### src/sv/mvg_pkg.sv
// Package: shared constants, types and state codes for the mosaic grid layout block.
`timescale 1ns / 1ps
`default_nettype none
package mvg_pkg;

    localparam int MAX_SOURCES = 16;
    localparam int SIZE_BITS   = 13;
    localparam int IDX_W       = $clog2(MAX_SOURCES);
    localparam int CNT_W       = $clog2(MAX_SOURCES + 2);
    localparam int SUM_W       = SIZE_BITS + IDX_W + 1;
    localparam int RAM_W       = 2 * SIZE_BITS + IDX_W;

    // shared multiplier and divider widths
    localparam int MUL_A_W = 2 * SIZE_BITS;
    localparam int MUL_B_W = SUM_W + 1;
    localparam int MUL_P_W = MUL_A_W + MUL_B_W;
    localparam int DIV_N_W = 2 * SIZE_BITS + 4;
    localparam int DIV_D_W = SIZE_BITS + 1;
    localparam int DIV_C_W = $clog2(DIV_N_W);

    // configuration port
    localparam int PADDR_W = 3;
    localparam int PDATA_W = 32;
    localparam logic REG_FRAME_WIDTH  = 1'b0;
    localparam logic REG_FRAME_HEIGHT = 1'b1;

    typedef struct packed {
        logic               start;
        logic [DIV_N_W-1:0] dividend;
        logic [DIV_D_W-1:0] divisor;
    } div_req_t;

    typedef enum logic [4:0] {
        ST_IDLE,
        ST_SUM_RD,
        ST_SUM_ACC,
        ST_G_COLS,
        ST_G_COLS_W,
        ST_G_GW,
        ST_G_GW_W,
        ST_G_GH,
        ST_G_GH_W,
        ST_G_MA,
        ST_G_MC,
        ST_G_MAD,
        ST_G_MCB,
        ST_G_SEL,
        ST_G_CMP1,
        ST_G_CMP2,
        ST_G_DEC,
        ST_G_UPD,
        ST_P_RD,
        ST_P_LAT,
        ST_P_MU,
        ST_P_MV,
        ST_P_SEL,
        ST_P_DIM,
        ST_P_DIM_W,
        ST_P_NUM,
        ST_P_NUMS,
        ST_P_POS_W,
        ST_P_OUT
    } state_t;

endpackage
`default_nettype wire

### src/sv/mvg_if.sv
// Interfaces: source list input channel and placement output channel.
`timescale 1ns / 1ps
`default_nettype none
interface mvg_in_if;
    logic                          valid;
    logic                          ready;
    logic [mvg_pkg::SIZE_BITS-1:0] src_width;
    logic [mvg_pkg::SIZE_BITS-1:0] src_height;
    logic                          include_req;
    logic                          last_source;

    modport source (output valid, src_width, src_height, include_req, last_source,
                    input ready);
    modport sink (input valid, src_width, src_height, include_req, last_source,
                  output ready);
endinterface

interface mvg_out_if;
    logic                          valid;
    logic                          ready;
    logic [mvg_pkg::IDX_W-1:0]     source_index;
    logic [mvg_pkg::SIZE_BITS-1:0] xpos;
    logic [mvg_pkg::SIZE_BITS-1:0] ypos;
    logic [mvg_pkg::SIZE_BITS-1:0] out_width;
    logic [mvg_pkg::SIZE_BITS-1:0] out_height;
    logic                          last_placement;

    modport source (output valid, source_index, xpos, ypos, out_width, out_height,
                    last_placement, input ready);
    modport sink (input valid, source_index, xpos, ypos, out_width, out_height,
                  last_placement, output ready);
endinterface
`default_nettype wire

### src/sv/mvg_ram.sv
// Generic single-write, single-read RAM with registered read data.
`timescale 1ns / 1ps
`default_nettype none
module mvg_ram #(
    parameter int WIDTH = 8,
    parameter int DEPTH = 16
) (
    input  wire logic                     clk,
    input  wire logic                     we,
    input  wire logic [$clog2(DEPTH)-1:0] waddr,
    input  wire logic [WIDTH-1:0]         wdata,
    input  wire logic [$clog2(DEPTH)-1:0] raddr,
    output logic      [WIDTH-1:0]         rdata
);

    logic [WIDTH-1:0] mem [DEPTH];
    logic [WIDTH-1:0] rdata_reg;

    always_ff @(posedge clk)
    begin
        if (we)
        begin
            mem[waddr] <= wdata;
        end
        rdata_reg <= mem[raddr];
    end

    assign rdata = rdata_reg;

endmodule
`default_nettype wire

### src/sv/mvg_mul.sv
// Shared multiplier with registered product.
`timescale 1ns / 1ps
`default_nettype none
module mvg_mul (
    input  wire logic                        clk,
    input  wire logic [mvg_pkg::MUL_A_W-1:0] a,
    input  wire logic [mvg_pkg::MUL_B_W-1:0] b,
    output logic      [mvg_pkg::MUL_P_W-1:0] prod
);

    logic [mvg_pkg::MUL_P_W-1:0] prod_reg;

    always_ff @(posedge clk)
    begin
        prod_reg <= mvg_pkg::MUL_P_W'(a) * mvg_pkg::MUL_P_W'(b);
    end

    assign prod = prod_reg;

endmodule
`default_nettype wire

### src/sv/mvg_div.sv
// Shared restoring divider, one quotient bit per cycle.
`timescale 1ns / 1ps
`default_nettype none
module mvg_div (
    input  wire logic                        clk,
    input  wire logic                        rst_n,
    input  wire mvg_pkg::div_req_t           req,
    output logic                             busy,
    output logic      [mvg_pkg::DIV_N_W-1:0] quot
);

    logic                        busy_reg;
    logic [mvg_pkg::DIV_C_W-1:0] cnt_reg;
    logic [mvg_pkg::DIV_D_W-1:0] rem_reg;
    logic [mvg_pkg::DIV_D_W-1:0] dvs_reg;
    logic [mvg_pkg::DIV_N_W-1:0] quot_reg;
    logic [mvg_pkg::DIV_D_W:0]   shifted;
    logic                        fits;

    // trial subtract of the shifted remainder
    always_comb
    begin
        shifted = {rem_reg, quot_reg[mvg_pkg::DIV_N_W-1]};
        fits    = shifted >= {1'b0, dvs_reg};
    end

    always_ff @(posedge clk or negedge rst_n)
    begin
        if (!rst_n)
        begin
            busy_reg <= 1'b0;
            cnt_reg  <= '0;
        end
        else if (req.start)
        begin
            busy_reg <= 1'b1;
            cnt_reg  <= mvg_pkg::DIV_C_W'(mvg_pkg::DIV_N_W - 1);
        end
        else if (busy_reg)
        begin
            if (cnt_reg == '0)
            begin
                busy_reg <= 1'b0;
            end
            else
            begin
                cnt_reg <= cnt_reg - 1'b1;
            end
        end
    end

    // datapath
    always_ff @(posedge clk)
    begin
        if (req.start)
        begin
            quot_reg <= req.dividend;
            dvs_reg  <= req.divisor;
            rem_reg  <= '0;
        end
        else if (busy_reg)
        begin
            rem_reg  <= fits ? mvg_pkg::DIV_D_W'(shifted - {1'b0, dvs_reg})
                             : shifted[mvg_pkg::DIV_D_W-1:0];
            quot_reg <= {quot_reg[mvg_pkg::DIV_N_W-2:0], fits};
        end
    end

    assign busy = busy_reg;
    assign quot = quot_reg;

    assert property (@(posedge clk) disable iff (!rst_n) req.start |-> !busy_reg)
        else $error("divider started while busy");

endmodule
`default_nettype wire

### src/sv/video_mosaic_grid_layout.sv
// Top level: source list loading, grid search and placement sequencer.
`timescale 1ns / 1ps
`default_nettype none
// Sources are loaded one item per cycle while the block is idle; up to 16 are kept
// per list and entries with a zero size are skipped. The item carrying last_source
// starts the layout if at least one source was kept and both frame sizes are nonzero;
// during the layout in_ch.ready stays low. The layout sums the stored sizes, then tries
// row counts from 1 up to n+1, stopping at the first that does not improve the fit,
// each trial costing three passes through the shared restoring divider plus
// multiply/compare steps, then places each source with two more divider passes and
// multiply steps, plus any wait on out_ch.ready. Frame size is written through the
// APB port: frame_width at 0x0, frame_height at 0x4.
module video_mosaic_grid_layout (
    input  wire logic                        clk,
    input  wire logic                        rst_n,
    input  wire logic                        psel,
    input  wire logic                        penable,
    input  wire logic                        pwrite,
    input  wire logic [mvg_pkg::PADDR_W-1:0] paddr,
    input  wire logic [mvg_pkg::PDATA_W-1:0] pwdata,
    output logic      [mvg_pkg::PDATA_W-1:0] prdata,
    output logic                             pready,
    mvg_in_if.sink                           in_ch,
    mvg_out_if.source                        out_ch
);

    localparam int SB = mvg_pkg::SIZE_BITS;
    localparam int CW = mvg_pkg::CNT_W;
    localparam int IW = mvg_pkg::IDX_W;

    mvg_pkg::state_t state_reg, state_next;

    logic [SB-1:0] fw_reg, fh_reg;
    logic [CW-1:0] inc_cnt_reg, load_cnt_reg, n_reg, k_reg, rows_reg;
    logic [IW-1:0] r_reg, c_reg;
    logic [mvg_pkg::SUM_W-1:0] sw_sum_reg, sh_sum_reg, a_reg, c_val_reg;
    logic [mvg_pkg::SUM_W-1:0] pn_reg, pd_reg, bn_reg, bd_reg;
    logic [mvg_pkg::MUL_P_W-1:0] t1_reg;
    logic [SB-1:0] cgw_reg, cgh_reg, bgw_reg, bgh_reg;
    logic [CW-1:0] ccols_reg, bcols_reg;
    logic [SB-1:0] sw1_reg, sh1_reg;
    logic [IW-1:0] idx1_reg;
    logic [mvg_pkg::MUL_A_W-1:0] pp_reg, tt_reg;
    logic wb_reg;
    logic [SB-1:0] ox_reg, oy_reg, ow_reg, oh_reg;
    logic olast_reg;

    // load side
    logic accept, store_ok, cfg_wr, go;
    logic [CW-1:0] inc_cnt_next;
    logic [IW-1:0] raddr;
    logic [mvg_pkg::RAM_W-1:0] rdata;

    // shared units
    logic [mvg_pkg::MUL_A_W-1:0] mul_a;
    logic [mvg_pkg::MUL_B_W-1:0] mul_b;
    logic [mvg_pkg::MUL_P_W-1:0] prod;
    mvg_pkg::div_req_t div_req;
    logic div_busy;
    logic [mvg_pkg::DIV_N_W-1:0] quot;
    logic [mvg_pkg::DIV_N_W-1:0] pos_num;

    // configuration port
    assign pready = 1'b1;
    assign cfg_wr = psel & penable & pwrite;
    assign prdata = (paddr[2] == mvg_pkg::REG_FRAME_HEIGHT)
                  ? mvg_pkg::PDATA_W'(fh_reg) : mvg_pkg::PDATA_W'(fw_reg);

    always_ff @(posedge clk or negedge rst_n)
    begin
        if (!rst_n)
        begin
            fw_reg <= '0;
            fh_reg <= '0;
        end
        else if (cfg_wr)
        begin
            if (paddr[2] == mvg_pkg::REG_FRAME_HEIGHT)
            begin
                fh_reg <= pwdata[SB-1:0];
            end
            else
            begin
                fw_reg <= pwdata[SB-1:0];
            end
        end
    end

    // item acceptance and store write
    assign in_ch.ready = (state_reg == mvg_pkg::ST_IDLE);
    assign accept      = in_ch.valid & in_ch.ready;
    assign store_ok    = accept && (load_cnt_reg < CW'(mvg_pkg::MAX_SOURCES))
                         && in_ch.include_req && (in_ch.src_width != '0)
                         && (in_ch.src_height != '0)
                         && (inc_cnt_reg < CW'(mvg_pkg::MAX_SOURCES));
    assign inc_cnt_next = store_ok ? inc_cnt_reg + 1'b1 : inc_cnt_reg;
    assign go = (inc_cnt_next != '0) && (fw_reg != '0) && (fh_reg != '0);

    mvg_ram #(
        .WIDTH (mvg_pkg::RAM_W),
        .DEPTH (mvg_pkg::MAX_SOURCES)
    ) u_store (
        .clk   (clk),
        .we    (store_ok),
        .waddr (inc_cnt_reg[IW-1:0]),
        .wdata ({load_cnt_reg[IW-1:0], in_ch.src_width, in_ch.src_height}),
        .raddr (raddr),
        .rdata (rdata)
    );

    assign raddr = k_reg[IW-1:0];

    mvg_mul u_mul (
        .clk  (clk),
        .a    (mul_a),
        .b    (mul_b),
        .prod (prod)
    );

    mvg_div u_div (
        .clk   (clk),
        .rst_n (rst_n),
        .req   (div_req),
        .busy  (div_busy),
        .quot  (quot)
    );

    assign pos_num = prod[mvg_pkg::DIV_N_W-1:0]
                   - mvg_pkg::DIV_N_W'(wb_reg ? pp_reg : tt_reg);

    // state register
    always_ff @(posedge clk or negedge rst_n)
    begin
        if (!rst_n)
        begin
            state_reg <= mvg_pkg::ST_IDLE;
        end
        else
        begin
            state_reg <= state_next;
        end
    end

    // next state, multiplier operands and divider requests
    always_comb
    begin
        state_next       = state_reg;
        mul_a            = '0;
        mul_b            = '0;
        div_req.start    = 1'b0;
        div_req.dividend = '0;
        div_req.divisor  = '0;
        case (state_reg)
            mvg_pkg::ST_IDLE:
            begin
                if (accept && in_ch.last_source && go)
                begin
                    state_next = mvg_pkg::ST_SUM_RD;
                end
            end
            mvg_pkg::ST_SUM_RD:   state_next = mvg_pkg::ST_SUM_ACC;
            mvg_pkg::ST_SUM_ACC:
            begin
                state_next = (k_reg + 1'b1 == n_reg) ? mvg_pkg::ST_G_COLS
                                                     : mvg_pkg::ST_SUM_RD;
            end
            mvg_pkg::ST_G_COLS:
            begin
                div_req.start    = 1'b1;
                div_req.dividend = mvg_pkg::DIV_N_W'({1'b0, n_reg} + {1'b0, rows_reg} - 1'b1);
                div_req.divisor  = mvg_pkg::DIV_D_W'(rows_reg);
                state_next       = mvg_pkg::ST_G_COLS_W;
            end
            mvg_pkg::ST_G_COLS_W: if (!div_busy) state_next = mvg_pkg::ST_G_GW;
            mvg_pkg::ST_G_GW:
            begin
                div_req.start    = 1'b1;
                div_req.dividend = mvg_pkg::DIV_N_W'(fw_reg);
                div_req.divisor  = mvg_pkg::DIV_D_W'(ccols_reg);
                state_next       = mvg_pkg::ST_G_GW_W;
            end
            mvg_pkg::ST_G_GW_W:   if (!div_busy) state_next = mvg_pkg::ST_G_GH;
            mvg_pkg::ST_G_GH:
            begin
                div_req.start    = 1'b1;
                div_req.dividend = mvg_pkg::DIV_N_W'(fh_reg);
                div_req.divisor  = mvg_pkg::DIV_D_W'(rows_reg);
                state_next       = mvg_pkg::ST_G_GH_W;
            end
            mvg_pkg::ST_G_GH_W:   if (!div_busy) state_next = mvg_pkg::ST_G_MA;
            mvg_pkg::ST_G_MA:
            begin
                mul_a      = mvg_pkg::MUL_A_W'(cgw_reg);
                mul_b      = mvg_pkg::MUL_B_W'(n_reg);
                state_next = mvg_pkg::ST_G_MC;
            end
            mvg_pkg::ST_G_MC:
            begin
                mul_a      = mvg_pkg::MUL_A_W'(cgh_reg);
                mul_b      = mvg_pkg::MUL_B_W'(n_reg);
                state_next = mvg_pkg::ST_G_MAD;
            end
            mvg_pkg::ST_G_MAD:
            begin
                mul_a      = mvg_pkg::MUL_A_W'(a_reg);
                mul_b      = mvg_pkg::MUL_B_W'(sh_sum_reg);
                state_next = mvg_pkg::ST_G_MCB;
            end
            mvg_pkg::ST_G_MCB:
            begin
                mul_a      = mvg_pkg::MUL_A_W'(c_val_reg);
                mul_b      = mvg_pkg::MUL_B_W'(sw_sum_reg);
                state_next = mvg_pkg::ST_G_SEL;
            end
            mvg_pkg::ST_G_SEL:
            begin
                state_next = (rows_reg == CW'(1)) ? mvg_pkg::ST_G_UPD : mvg_pkg::ST_G_CMP1;
            end
            mvg_pkg::ST_G_CMP1:
            begin
                mul_a      = mvg_pkg::MUL_A_W'(pn_reg);
                mul_b      = mvg_pkg::MUL_B_W'(bd_reg);
                state_next = mvg_pkg::ST_G_CMP2;
            end
            mvg_pkg::ST_G_CMP2:
            begin
                mul_a      = mvg_pkg::MUL_A_W'(bn_reg);
                mul_b      = mvg_pkg::MUL_B_W'(pd_reg);
                state_next = mvg_pkg::ST_G_DEC;
            end
            mvg_pkg::ST_G_DEC:
            begin
                state_next = (t1_reg <= prod) ? mvg_pkg::ST_P_RD : mvg_pkg::ST_G_UPD;
            end
            mvg_pkg::ST_G_UPD:
            begin
                state_next = (rows_reg == n_reg + 1'b1) ? mvg_pkg::ST_P_RD
                                                        : mvg_pkg::ST_G_COLS;
            end
            mvg_pkg::ST_P_RD:     state_next = mvg_pkg::ST_P_LAT;
            mvg_pkg::ST_P_LAT:    state_next = mvg_pkg::ST_P_MU;
            mvg_pkg::ST_P_MU:
            begin
                mul_a      = mvg_pkg::MUL_A_W'(bgw_reg);
                mul_b      = mvg_pkg::MUL_B_W'(sh1_reg);
                state_next = mvg_pkg::ST_P_MV;
            end
            mvg_pkg::ST_P_MV:
            begin
                mul_a      = mvg_pkg::MUL_A_W'(bgh_reg);
                mul_b      = mvg_pkg::MUL_B_W'(sw1_reg);
                state_next = mvg_pkg::ST_P_SEL;
            end
            mvg_pkg::ST_P_SEL:
            begin
                // width bound places by column, height bound by row
                if (mvg_pkg::MUL_P_W'(pp_reg) <= prod)
                begin
                    mul_a = mvg_pkg::MUL_A_W'(bgw_reg);
                    mul_b = mvg_pkg::MUL_B_W'(c_reg);
                end
                else
                begin
                    mul_a = mvg_pkg::MUL_A_W'(bgh_reg);
                    mul_b = mvg_pkg::MUL_B_W'(r_reg);
                end
                state_next = mvg_pkg::ST_P_DIM;
            end
            mvg_pkg::ST_P_DIM:
            begin
                div_req.start    = 1'b1;
                div_req.dividend = mvg_pkg::DIV_N_W'(wb_reg ? pp_reg : tt_reg);
                div_req.divisor  = mvg_pkg::DIV_D_W'(wb_reg ? sw1_reg : sh1_reg);
                state_next       = mvg_pkg::ST_P_DIM_W;
            end
            mvg_pkg::ST_P_DIM_W:  if (!div_busy) state_next = mvg_pkg::ST_P_NUM;
            mvg_pkg::ST_P_NUM:
            begin
                mul_a      = wb_reg ? tt_reg : pp_reg;
                mul_b      = mvg_pkg::MUL_B_W'(wb_reg ? {r_reg, 1'b1} : {c_reg, 1'b1});
                state_next = mvg_pkg::ST_P_NUMS;
            end
            mvg_pkg::ST_P_NUMS:
            begin
                div_req.start    = 1'b1;
                div_req.dividend = pos_num;
                div_req.divisor  = wb_reg ? {sw1_reg, 1'b0} : {sh1_reg, 1'b0};
                state_next       = mvg_pkg::ST_P_POS_W;
            end
            mvg_pkg::ST_P_POS_W:  if (!div_busy) state_next = mvg_pkg::ST_P_OUT;
            mvg_pkg::ST_P_OUT:
            begin
                if (out_ch.ready)
                begin
                    state_next = olast_reg ? mvg_pkg::ST_IDLE : mvg_pkg::ST_P_RD;
                end
            end
            default:              state_next = mvg_pkg::ST_IDLE;
        endcase
    end

    // list counters
    always_ff @(posedge clk or negedge rst_n)
    begin
        if (!rst_n)
        begin
            inc_cnt_reg  <= '0;
            load_cnt_reg <= '0;
        end
        else if (accept)
        begin
            if (in_ch.last_source)
            begin
                inc_cnt_reg  <= '0;
                load_cnt_reg <= '0;
            end
            else
            begin
                inc_cnt_reg <= inc_cnt_next;
                if (load_cnt_reg < CW'(mvg_pkg::MAX_SOURCES))
                begin
                    load_cnt_reg <= load_cnt_reg + 1'b1;
                end
            end
        end
    end

    // layout datapath
    always_ff @(posedge clk)
    begin
        case (state_reg)
            mvg_pkg::ST_IDLE:
            begin
                n_reg      <= inc_cnt_next;
                k_reg      <= '0;
                sw_sum_reg <= '0;
                sh_sum_reg <= '0;
                rows_reg   <= CW'(1);
            end
            mvg_pkg::ST_SUM_ACC:
            begin
                sw_sum_reg <= sw_sum_reg + mvg_pkg::SUM_W'(rdata[2*SB-1:SB]);
                sh_sum_reg <= sh_sum_reg + mvg_pkg::SUM_W'(rdata[SB-1:0]);
                k_reg      <= k_reg + 1'b1;
            end
            mvg_pkg::ST_G_COLS_W: ccols_reg <= quot[CW-1:0];
            mvg_pkg::ST_G_GW_W:   cgw_reg   <= quot[SB-1:0];
            mvg_pkg::ST_G_GH_W:   cgh_reg   <= quot[SB-1:0];
            mvg_pkg::ST_G_MC:     a_reg     <= prod[mvg_pkg::SUM_W-1:0];
            mvg_pkg::ST_G_MAD:    c_val_reg <= prod[mvg_pkg::SUM_W-1:0];
            mvg_pkg::ST_G_MCB:    t1_reg    <= prod;
            mvg_pkg::ST_G_SEL:
            begin
                // fit scale is the smaller of the two fractions
                if (t1_reg <= prod)
                begin
                    pn_reg <= a_reg;
                    pd_reg <= sw_sum_reg;
                end
                else
                begin
                    pn_reg <= c_val_reg;
                    pd_reg <= sh_sum_reg;
                end
            end
            mvg_pkg::ST_G_CMP2:   t1_reg <= prod;
            mvg_pkg::ST_G_DEC:
            begin
                k_reg <= '0;
                r_reg <= '0;
                c_reg <= '0;
            end
            mvg_pkg::ST_G_UPD:
            begin
                bn_reg    <= pn_reg;
                bd_reg    <= pd_reg;
                bgw_reg   <= cgw_reg;
                bgh_reg   <= cgh_reg;
                bcols_reg <= ccols_reg;
                rows_reg  <= rows_reg + 1'b1;
                k_reg     <= '0;
                r_reg     <= '0;
                c_reg     <= '0;
            end
            mvg_pkg::ST_P_LAT:
            begin
                idx1_reg <= rdata[mvg_pkg::RAM_W-1:2*SB];
                sw1_reg  <= rdata[2*SB-1:SB];
                sh1_reg  <= rdata[SB-1:0];
            end
            mvg_pkg::ST_P_MV:     pp_reg <= prod[mvg_pkg::MUL_A_W-1:0];
            mvg_pkg::ST_P_SEL:
            begin
                tt_reg <= prod[mvg_pkg::MUL_A_W-1:0];
                wb_reg <= mvg_pkg::MUL_P_W'(pp_reg) <= prod;
            end
            mvg_pkg::ST_P_DIM:
            begin
                if (wb_reg)
                begin
                    ox_reg <= prod[SB-1:0];
                    ow_reg <= bgw_reg;
                end
                else
                begin
                    oy_reg <= prod[SB-1:0];
                    oh_reg <= bgh_reg;
                end
                olast_reg <= (k_reg + 1'b1 == n_reg);
            end
            mvg_pkg::ST_P_DIM_W:
            begin
                if (wb_reg)
                begin
                    oh_reg <= quot[SB-1:0];
                end
                else
                begin
                    ow_reg <= quot[SB-1:0];
                end
            end
            mvg_pkg::ST_P_POS_W:
            begin
                if (wb_reg)
                begin
                    oy_reg <= quot[SB-1:0];
                end
                else
                begin
                    ox_reg <= quot[SB-1:0];
                end
            end
            mvg_pkg::ST_P_OUT:
            begin
                if (out_ch.ready)
                begin
                    k_reg <= k_reg + 1'b1;
                    if (CW'(c_reg) + 1'b1 == bcols_reg)
                    begin
                        c_reg <= '0;
                        r_reg <= r_reg + 1'b1;
                    end
                    else
                    begin
                        c_reg <= c_reg + 1'b1;
                    end
                end
            end
            default:
            begin
            end
        endcase
    end

    // result channel
    assign out_ch.valid          = (state_reg == mvg_pkg::ST_P_OUT);
    assign out_ch.source_index   = idx1_reg;
    assign out_ch.xpos           = ox_reg;
    assign out_ch.ypos           = oy_reg;
    assign out_ch.out_width      = ow_reg;
    assign out_ch.out_height     = oh_reg;
    assign out_ch.last_placement = olast_reg;

    assert property (@(posedge clk) disable iff (!rst_n) out_ch.valid |-> !in_ch.ready)
        else $error("input taken while a placement is pending");
    assert property (@(posedge clk) disable iff (!rst_n) inc_cnt_reg <= load_cnt_reg)
        else $error("included count exceeds loaded count");
    assert property (@(posedge clk) disable iff (!rst_n)
        (state_reg == mvg_pkg::ST_P_OUT) |-> (k_reg < n_reg))
        else $error("placement index beyond source count");
    assert property (@(posedge clk) disable iff (!rst_n)
        (out_ch.valid && out_ch.ready && out_ch.last_placement) |=> in_ch.ready)
        else $error("block not idle after final placement");

endmodule
`default_nettype wire

### src/flat_wrapper.sv
// flat-port wrapper written by rule: the top's interface ports become plain ports
module video_mosaic_grid_layout_flat 
  (clk, rst_n, psel, penable, pwrite, paddr, pwdata, prdata, pready, in_ch_valid, in_ch_src_width, in_ch_src_height, in_ch_include_req, in_ch_last_source, in_ch_ready, out_ch_valid, out_ch_source_index, out_ch_xpos, out_ch_ypos, out_ch_out_width, out_ch_out_height, out_ch_last_placement, out_ch_ready);
  mvg_in_if in_ch_i ();
  mvg_out_if out_ch_i ();
  input  wire logic clk;
  input  wire logic rst_n;
  input  wire logic psel;
  input  wire logic penable;
  input  wire logic pwrite;
  input  wire logic [mvg_pkg::PADDR_W-1:0] paddr;
  input  wire logic [mvg_pkg::PDATA_W-1:0] pwdata;
  output logic      [mvg_pkg::PDATA_W-1:0] prdata;
  output logic pready;
  input wire logic [$bits(in_ch_i.valid)-1:0] in_ch_valid;
  input wire logic [$bits(in_ch_i.src_width)-1:0] in_ch_src_width;
  input wire logic [$bits(in_ch_i.src_height)-1:0] in_ch_src_height;
  input wire logic [$bits(in_ch_i.include_req)-1:0] in_ch_include_req;
  input wire logic [$bits(in_ch_i.last_source)-1:0] in_ch_last_source;
  output wire logic [$bits(in_ch_i.ready)-1:0] in_ch_ready;
  output wire logic [$bits(out_ch_i.valid)-1:0] out_ch_valid;
  output wire logic [$bits(out_ch_i.source_index)-1:0] out_ch_source_index;
  output wire logic [$bits(out_ch_i.xpos)-1:0] out_ch_xpos;
  output wire logic [$bits(out_ch_i.ypos)-1:0] out_ch_ypos;
  output wire logic [$bits(out_ch_i.out_width)-1:0] out_ch_out_width;
  output wire logic [$bits(out_ch_i.out_height)-1:0] out_ch_out_height;
  output wire logic [$bits(out_ch_i.last_placement)-1:0] out_ch_last_placement;
  input wire logic [$bits(out_ch_i.ready)-1:0] out_ch_ready;
  assign in_ch_i.valid = in_ch_valid;
  assign in_ch_i.src_width = in_ch_src_width;
  assign in_ch_i.src_height = in_ch_src_height;
  assign in_ch_i.include_req = in_ch_include_req;
  assign in_ch_i.last_source = in_ch_last_source;
  assign in_ch_ready = in_ch_i.ready;
  assign out_ch_valid = out_ch_i.valid;
  assign out_ch_source_index = out_ch_i.source_index;
  assign out_ch_xpos = out_ch_i.xpos;
  assign out_ch_ypos = out_ch_i.ypos;
  assign out_ch_out_width = out_ch_i.out_width;
  assign out_ch_out_height = out_ch_i.out_height;
  assign out_ch_last_placement = out_ch_i.last_placement;
  assign out_ch_i.ready = out_ch_ready;
  video_mosaic_grid_layout u_core (.clk(clk), .rst_n(rst_n), .psel(psel), .penable(penable), .pwrite(pwrite), .paddr(paddr), .pwdata(pwdata), .prdata(prdata), .pready(pready), .in_ch(in_ch_i), .out_ch(out_ch_i));
endmodule
### config.mk
export PLATFORM = sky130hd
export DESIGN_NAME = video_mosaic_grid_layout_flat
export DESIGN_NICKNAME = d
export VERILOG_FILES = /design/src/sv/mvg_pkg.sv /design/src/sv/mvg_if.sv /design/src/sv/mvg_ram.sv /design/src/sv/mvg_mul.sv /design/src/sv/mvg_div.sv /design/src/sv/video_mosaic_grid_layout.sv /design/src/flat_wrapper.sv
export SDC_FILE = /design/constraint.sdc
export NUM_CORES = 2
export LEC_CHECK = 0
export ABC_AREA = 1
export BUFFER_PORTS_ARGS = -buffer_cell sky130_fd_sc_hd__buf_4
export CELL_PAD_IN_SITES_DETAIL_PLACEMENT = 1
export CELL_PAD_IN_SITES_GLOBAL_PLACEMENT = 2
export CORE_MARGIN = 3
export CORE_UTILIZATION = 30
export CTS_CLUSTER_SIZE = 12
export DETAILED_ROUTE_END_ITERATION = 10
export PLACE_DENSITY_LB_ADDON = 0.1
export SLEW_MARGIN = 20
export SYNTH_ARGS = -nofsm -noshare
export SYNTH_HDL_FRONTEND = slang
export SYNTH_HIERARCHICAL = 1
export SYNTH_SLANG_ARGS = --single-unit
### constraint.sdc
create_clock -name clk -period 6.85 [get_ports clk]
set_clock_uncertainty 0.05 [all_clocks]
set_input_delay 1.37 -clock clk [delete_from_list [all_inputs] [get_ports clk]]
set_output_delay 1.37 -clock clk [all_outputs]
set_load 0.02 [all_outputs]
# Yosys cells after proc, flatten, opt, wreduce, memory -nomap -nowiden
# Memories as Yosys holds them, arrays and structs flattened. A register that Yosys moved wholly into a read port is not among the register bits.
# Cells that the tools add are included.
[totals]
ff_bits = 560
ram_bits = 480
inputBits = 70
wordCells = 217
n_memories = 1
[mem_list]
columns = ["memory", "depth", "width", "rd", "rd_ports_with_merged_regs", "wr", "line", "rtl"]
rows = [
  ["u_core.u_store.mem", 16, 30, 1, 1, 1, "mvg_ram.sv:16", "logic [WIDTH-1:0] mem [DEPTH];"],
]
[op_classes]
add_sub_neg = 15
multipliers = 1
n_lt_le_gt_ge = 5
n_eq_ne = 47
n_mux = 62
bitwise = 4
n_reduce_logical = 40
[ops]
columns = ["op", "count"]
rows = [
  ["26-bit one-hot mux with 10 select lines", 1],
  ["45-bit one-hot mux with 5 select lines", 1],
  ["19-bit one-hot mux with 9 select lines", 1],
  ["5-bit one-hot mux with 29 select lines", 1],
  ["13-bit 2-to-1 mux", 9],
  ["13-bit one-hot mux with 2 select lines", 4],
  ["5-bit 2-to-1 mux", 19],
  ["18-bit one-hot mux with 2 select lines", 2],
  ["5-bit equality test, second input constant", 13],
  ["30-bit 2-to-1 mux", 2],
  ["26-bit 2-to-1 mux", 2],
  ["13-bit nonzero test", 4],
  ["26-bit by 45-bit <= comparator with 1-bit output", 1],
  ["45-bit <= comparator", 1],
  ["26-bit by 19-bit multiplier with 45-bit output", 1],
  ["5-bit by 4-bit equality test with 1-bit output, second input constant", 8],
  ["18-bit by 13-bit adder with 18-bit output", 2],
  ["18-bit 2-to-1 mux", 2],
  ["30-bit by 1-bit subtractor with 30-bit output, second input constant", 1],
  ["30-bit subtractor", 1],
  ["14-bit 2-to-1 mux", 2],
  ["5-bit by 1-bit adder with 5-bit output, second input constant", 5],
  ["5-bit by 3-bit equality test with 1-bit output, second input constant", 4],
  ["4-bit 2-to-1 mux", 5],
  ["other kinds (29)", 82],
]

# Logic depth before layout (Yosys ltp)
[depth]
ltp_word = 14
depth_mapped = 42

# Modules after synthesis
# Netlist, hierarchy kept.
[modules_own_cells]
columns = ["mod", "instances", "cells_per_inst", "area_per_inst_um2"]
rows = [
  ["video_mosaic_grid_layout", 1, 2635, 24886.4],
  ["mvg_ram", 1, 1989, 21299.2],
  ["mvg_mul", 1, 2506, 18261.3],
  ["mvg_div", 1, 449, 3621.0],
]

# Least setup slack after synthesis
# Ideal clock, no wire load.
[synth_path]
path_kind = "register to register"
startpoint = "register u_core.state_reg[4]"
endpoint = "register u_core.u_mul.prod_reg (netlist bit u_core/u_mul/prod[42])"
setup_time_ps = 112
arrival_time_ps = 7261
required_time_ps = 6688
setup_slack_ps = -573
stages_incl_launch_ff = 32
path_buffers = 4
cell_sequence = "dfrtp_1 buf_1 nand3_1 clkinv_1 clkbuf_1 nand3_1 nand3_1 clkbuf_1 clkbuf_1 nand2_1 fa_1 inv_1 fa_1 inv_1 fa_1 inv_1 fa_1 fa_1 inv_1 fa_1 inv_1 ha_1 nand2_1 inv_1 a21oi_1 nand2_1 nand2_1 nand3_2 nand2_1 nand2_1 nand2_1 nand2_1"
[synth_lines]
columns = ["element", "line", "rtl"]
rows = [
  ["start, declared", "video_mosaic_grid_layout.sv:31", "mvg_pkg::state_t state_reg, state_next;"],
  ["start signal, assigned", "video_mosaic_grid_layout.sv:136", "state_reg <= mvg_pkg::ST_IDLE;"],
  ["start signal, assigned", "video_mosaic_grid_layout.sv:140", "state_reg <= state_next;"],
  ["5-bit equality test / 5-bit by 4-bit equality test with 1-bit output (equally long branches)", "video_mosaic_grid_layout.sv:153", "case (state_reg)"],
  ["26-bit one-hot mux with 10 select lines (*)", "video_mosaic_grid_layout.sv:153", ""],
  ["named net u_core.mul_a (one bit)", "video_mosaic_grid_layout.sv:55", "logic [mvg_pkg::MUL_A_W-1:0] mul_a;"],
  ["26-bit by 19-bit multiplier with 45-bit output (*)", "mvg_mul.sv:15", "prod_reg <= mvg_pkg::MUL_P_W'(a) * mvg_pkg::MUL_P_W'(b);"],
  ["end signal, assigned", "mvg_mul.sv:15", ""],
  ["end, declared", "mvg_mul.sv:11", "logic [mvg_pkg::MUL_P_W-1:0] prod_reg;"],
]
# Mark *: on every way through the listed nets, which the timed path passes. The rest lies on a longest branch.
# A chain may end at the register's enable or synchronous reset.

# Worst setup path after layout
[layout_path]
startpoint = "register u_core/pp_reg[4] in the netlist's numbering"
endpoint = "register u_core.u_mul.prod_reg (netlist bit u_core/u_mul/prod[23])"
[layout_between]
elab_chain_len = 4
[layout_rtl]
columns = ["element", "line", "rtl"]
rows = [
  ["start, declared", "video_mosaic_grid_layout.sv:43", "logic [mvg_pkg::MUL_A_W-1:0] pp_reg, tt_reg;"],
  ["start signal, assigned", "video_mosaic_grid_layout.sv:391", "mvg_pkg::ST_P_MV: pp_reg <= prod[mvg_pkg::MUL_A_W-1:0];"],
  ["26-bit by 45-bit <= comparator with 1-bit output", "video_mosaic_grid_layout.sv:257", "if (mvg_pkg::MUL_P_W'(pp_reg) <= prod)"],
  ["13-bit 2-to-1 mux", "video_mosaic_grid_layout.sv:257", ""],
  ["26-bit one-hot mux with 10 select lines", "video_mosaic_grid_layout.sv:153", ""],
  ["named net u_core.mul_a (one bit)", "video_mosaic_grid_layout.sv:55", ""],
  ["26-bit by 19-bit multiplier with 45-bit output", "mvg_mul.sv:15", ""],
]
# The timed path passes the listed nets, and every way through them passes these cells.

==> results.yml <==
status:
  status: "complete, but fails checks"
  violations: "negative setup slack"
critical_path:
  start_kind: "register"
  crit_fanout: 8
  cp_common_cell: "fa_2"
  cp.required_ns: 7.48
  ff2ff_setup_slack_ns: -0.47
  crit_type: "reg -> reg"
  end_kind: "register"
  slowest_delay_ns: 0.57
  cp_slowest_cell: "fa_1"
  cp_data_arrival_time_ns: 7.95
placement:
  placed_cell_area_um2: 76500
  dp_hpwl_um: 179600
  pre_cts_slack_ns: -1.528
  gp_congestion: 0.8543
  portBuffers: 120
logic_synthesis:
  netlist_instances: 7579
  synth_ff_type: "edfxtp_1"
  avgSynthCellArea_um2: 8.981
  synth_top_area_share: 0.4120
  ys_warn_count: 6
  yosysTopAreaCell: "edfxtp_1"
  synth_edf_count: 934
  syn-cell-area_um2: 68070
  ys_ff_latch: 1070
  synth.distinct_cells: 68
  async_reset_ff_frac: 0.04393
  synthTopCellsByArea: "edfxtp_1, fa_1, nand2_1"
  synth-seq-area-share: 0.4555
clock_network:
  cts_buffers: 134
  htree_levels: 4
  tritoncts: "done"
  clock_latency_ns: 0.81
  clock-sinks: 1070
  hold_buffers: 0
  root_buffer: "clkbuf_16"
  path_clk_slew_ns: 0.06
  clk_path_buf_depth: 3
global_routing:
  grt_max_degree: 140
  overflow: 0
  antenna_found_initial: 4
  first_global_vias: 56040
  grt_use_total: 0.2114
  grt_pass1_wl_um: 366900
final_layout:
  final_common_cell: "nand2_1"
  finish.net_count: 8964
  drive_above_1_share: 0.1919
  largest_reg_flops: 480
  area_growth_pct: 24.33
  multi_input_area_um2: 32310
  layout_common_cells: "nand2_1, inv_1, edfxtp_1, buf_4, nand3_1"
  final.fill_count: 25740
  postLayoutCellArea_um2: 84630
  seqCellArea_um2: 31020
detailed_routing:
  post_drt_wl_per_cell_um: 21.96
  drtIter0Drc: 3197
  firstDrtPassIters: 5
  vias_per_cell: 4.696
  num_vias: 53080
  drc: 0
  finalWirelength_um: 248200
  drtAntennaViolNets: 0
power_and_ir_drop:
  p_per_area_nw_per_um2: 284.3
  p_leak_nw: 39.44
  vdd_drop_max_uv: 233.0
  total_power_mw: 24.06
worst_hold_path:
  hp-class: "reg -> reg"
timing:
  fin_crit_sh: 1.068
  fin_crit_ns: 7.319
  setup_ws_ns: -0.4692
  max_slew.worst_pin.slew_ns: 1.026
  max_slew_margin: 0.3102
  setup_viol: 33
  hold_viol: 0
  rsz0062_at_grt: "yes"
  fmax_ghz: 0.1366
  maxSlewViolCount: 0
die:
  initial_core_util: 0.3021
  die_width_um: 482.3
  io_pins: 162
  core_area_um2: 225300
  dieHeight_um: 482.3
  dieArea_um2: 232600
  num_rows: 174
job:
  drv_cap: 0
worst max-delay path, delay by kind of cell, from the launching register on:
family / cells / cell delay [ns]
XOR/XNOR: 1 / 0.30
AND/OR/NAND/NOR: 14 / 1.41
flip-flops: 1 / 0.44
AO/OA/AOI/OAI: 1 / 0.20
adder cells (fa/ha/maj): 8 / 3.69
buffers and inverters: 10 / 1.07
Yosys cell counts (all sizes together), types with 35 or more instances:
| cell | n |
|---|---|
| a21oi | 218 |
| o21ai | 271 |
| nand3 | 564 |
| nor2 | 292 |
| ha | 287 |
| nand2 | 2170 |
| fa | 412 |
| buf | 140 |
| edfxtp | 934 |
| dfxtp | 89 |
| inv | 1593 |
| nand4 | 44 |
| xor2 | 35 |
| clkbuf | 174 |
| dfrtp | 47 |
| nor3 | 42 |
final cells by class:
class,count,share of cell area
inverters,1599,0.07120
repair buffers,775,0.08531
clock buffers,186,0.04288
flip-flops and latches,1070,0.3666
clock inverters,60,0.007880
diodes,5,0.0001479
multi-input cells,4615,0.3818
well taps,2992,0.04424
report_power, final:
group | internal [mW] | switching [mW]
logic | 2.74 | 5.72
registers | 8.05 | 0.655
clock network | 3.86 | 3.04
final timing paths:
path                                                from                            end  cells after the start
worst max-delay path                    u_core/pp_reg[4]          u_core/u_mul/prod[23]                     34
worst min-delay path            u_core/u_store/rdata[26]  u_core/out_ch.source_index[0]                      0
worst max register to register          u_core/pp_reg[4]          u_core/u_mul/prod[23]                     34
worst min register to register  u_core/u_store/rdata[26]  u_core/out_ch.source_index[0]                      0
max in group asynchronous                          rst_n            u_core/state_reg[1]                      1
min in group asynchronous                          rst_n               u_core/fw_reg[1]                      1
cells by family after synthesis:
family                   after synthesis  synth area share
AND/OR/NAND/NOR                     3164            0.1938
other                                  2         0.0001103
XOR/XNOR                              57          0.007334
AO/OA/AOI/OAI                        652           0.05489
flip-flops                          1070            0.4555
buffers and inverters               1913            0.1112
multiplexers                          22          0.003235
adder cells (fa/ha/maj)              699            0.1739
repair_timing:
action / CTS / global route
resized for setup: 278 / 439
setup endpoints to repair: 39 / 38
gates cloned: 3 / 9
buffers inserted: 27 / 66
pin swaps: 66 / 270
endpoints found under the hold margin: 0 / 0
routing by layer:
metal  track usage  vias to the layer above  part of all wire
li1              -                    25080                 -
met1        0.2951                    26900              0.47
met2        0.3506                      843              0.47
met3       0.02362                      247             0.035
met4       0.05117                        0             0.024
met5             0                        -                 0
per-stage QoR:
step	util	hold WS [ns]	instances	setup TNS [ns]
2_1_floorplan	-	0.3355	7598	0
3_3_place_gp	0.3395	0.3396	10960	-36.72
3_5_place_dp	0.3395	0.3430	10960	-36.79
4_1_cts	0.3659	0.3247	11230	-11.34
5_1_grt	0.3755	0.3157	11300	-18.09
6_report	0.3756	0.3250	11300	-8.743
Note: power is estimated with default switching activity, not from simulation.
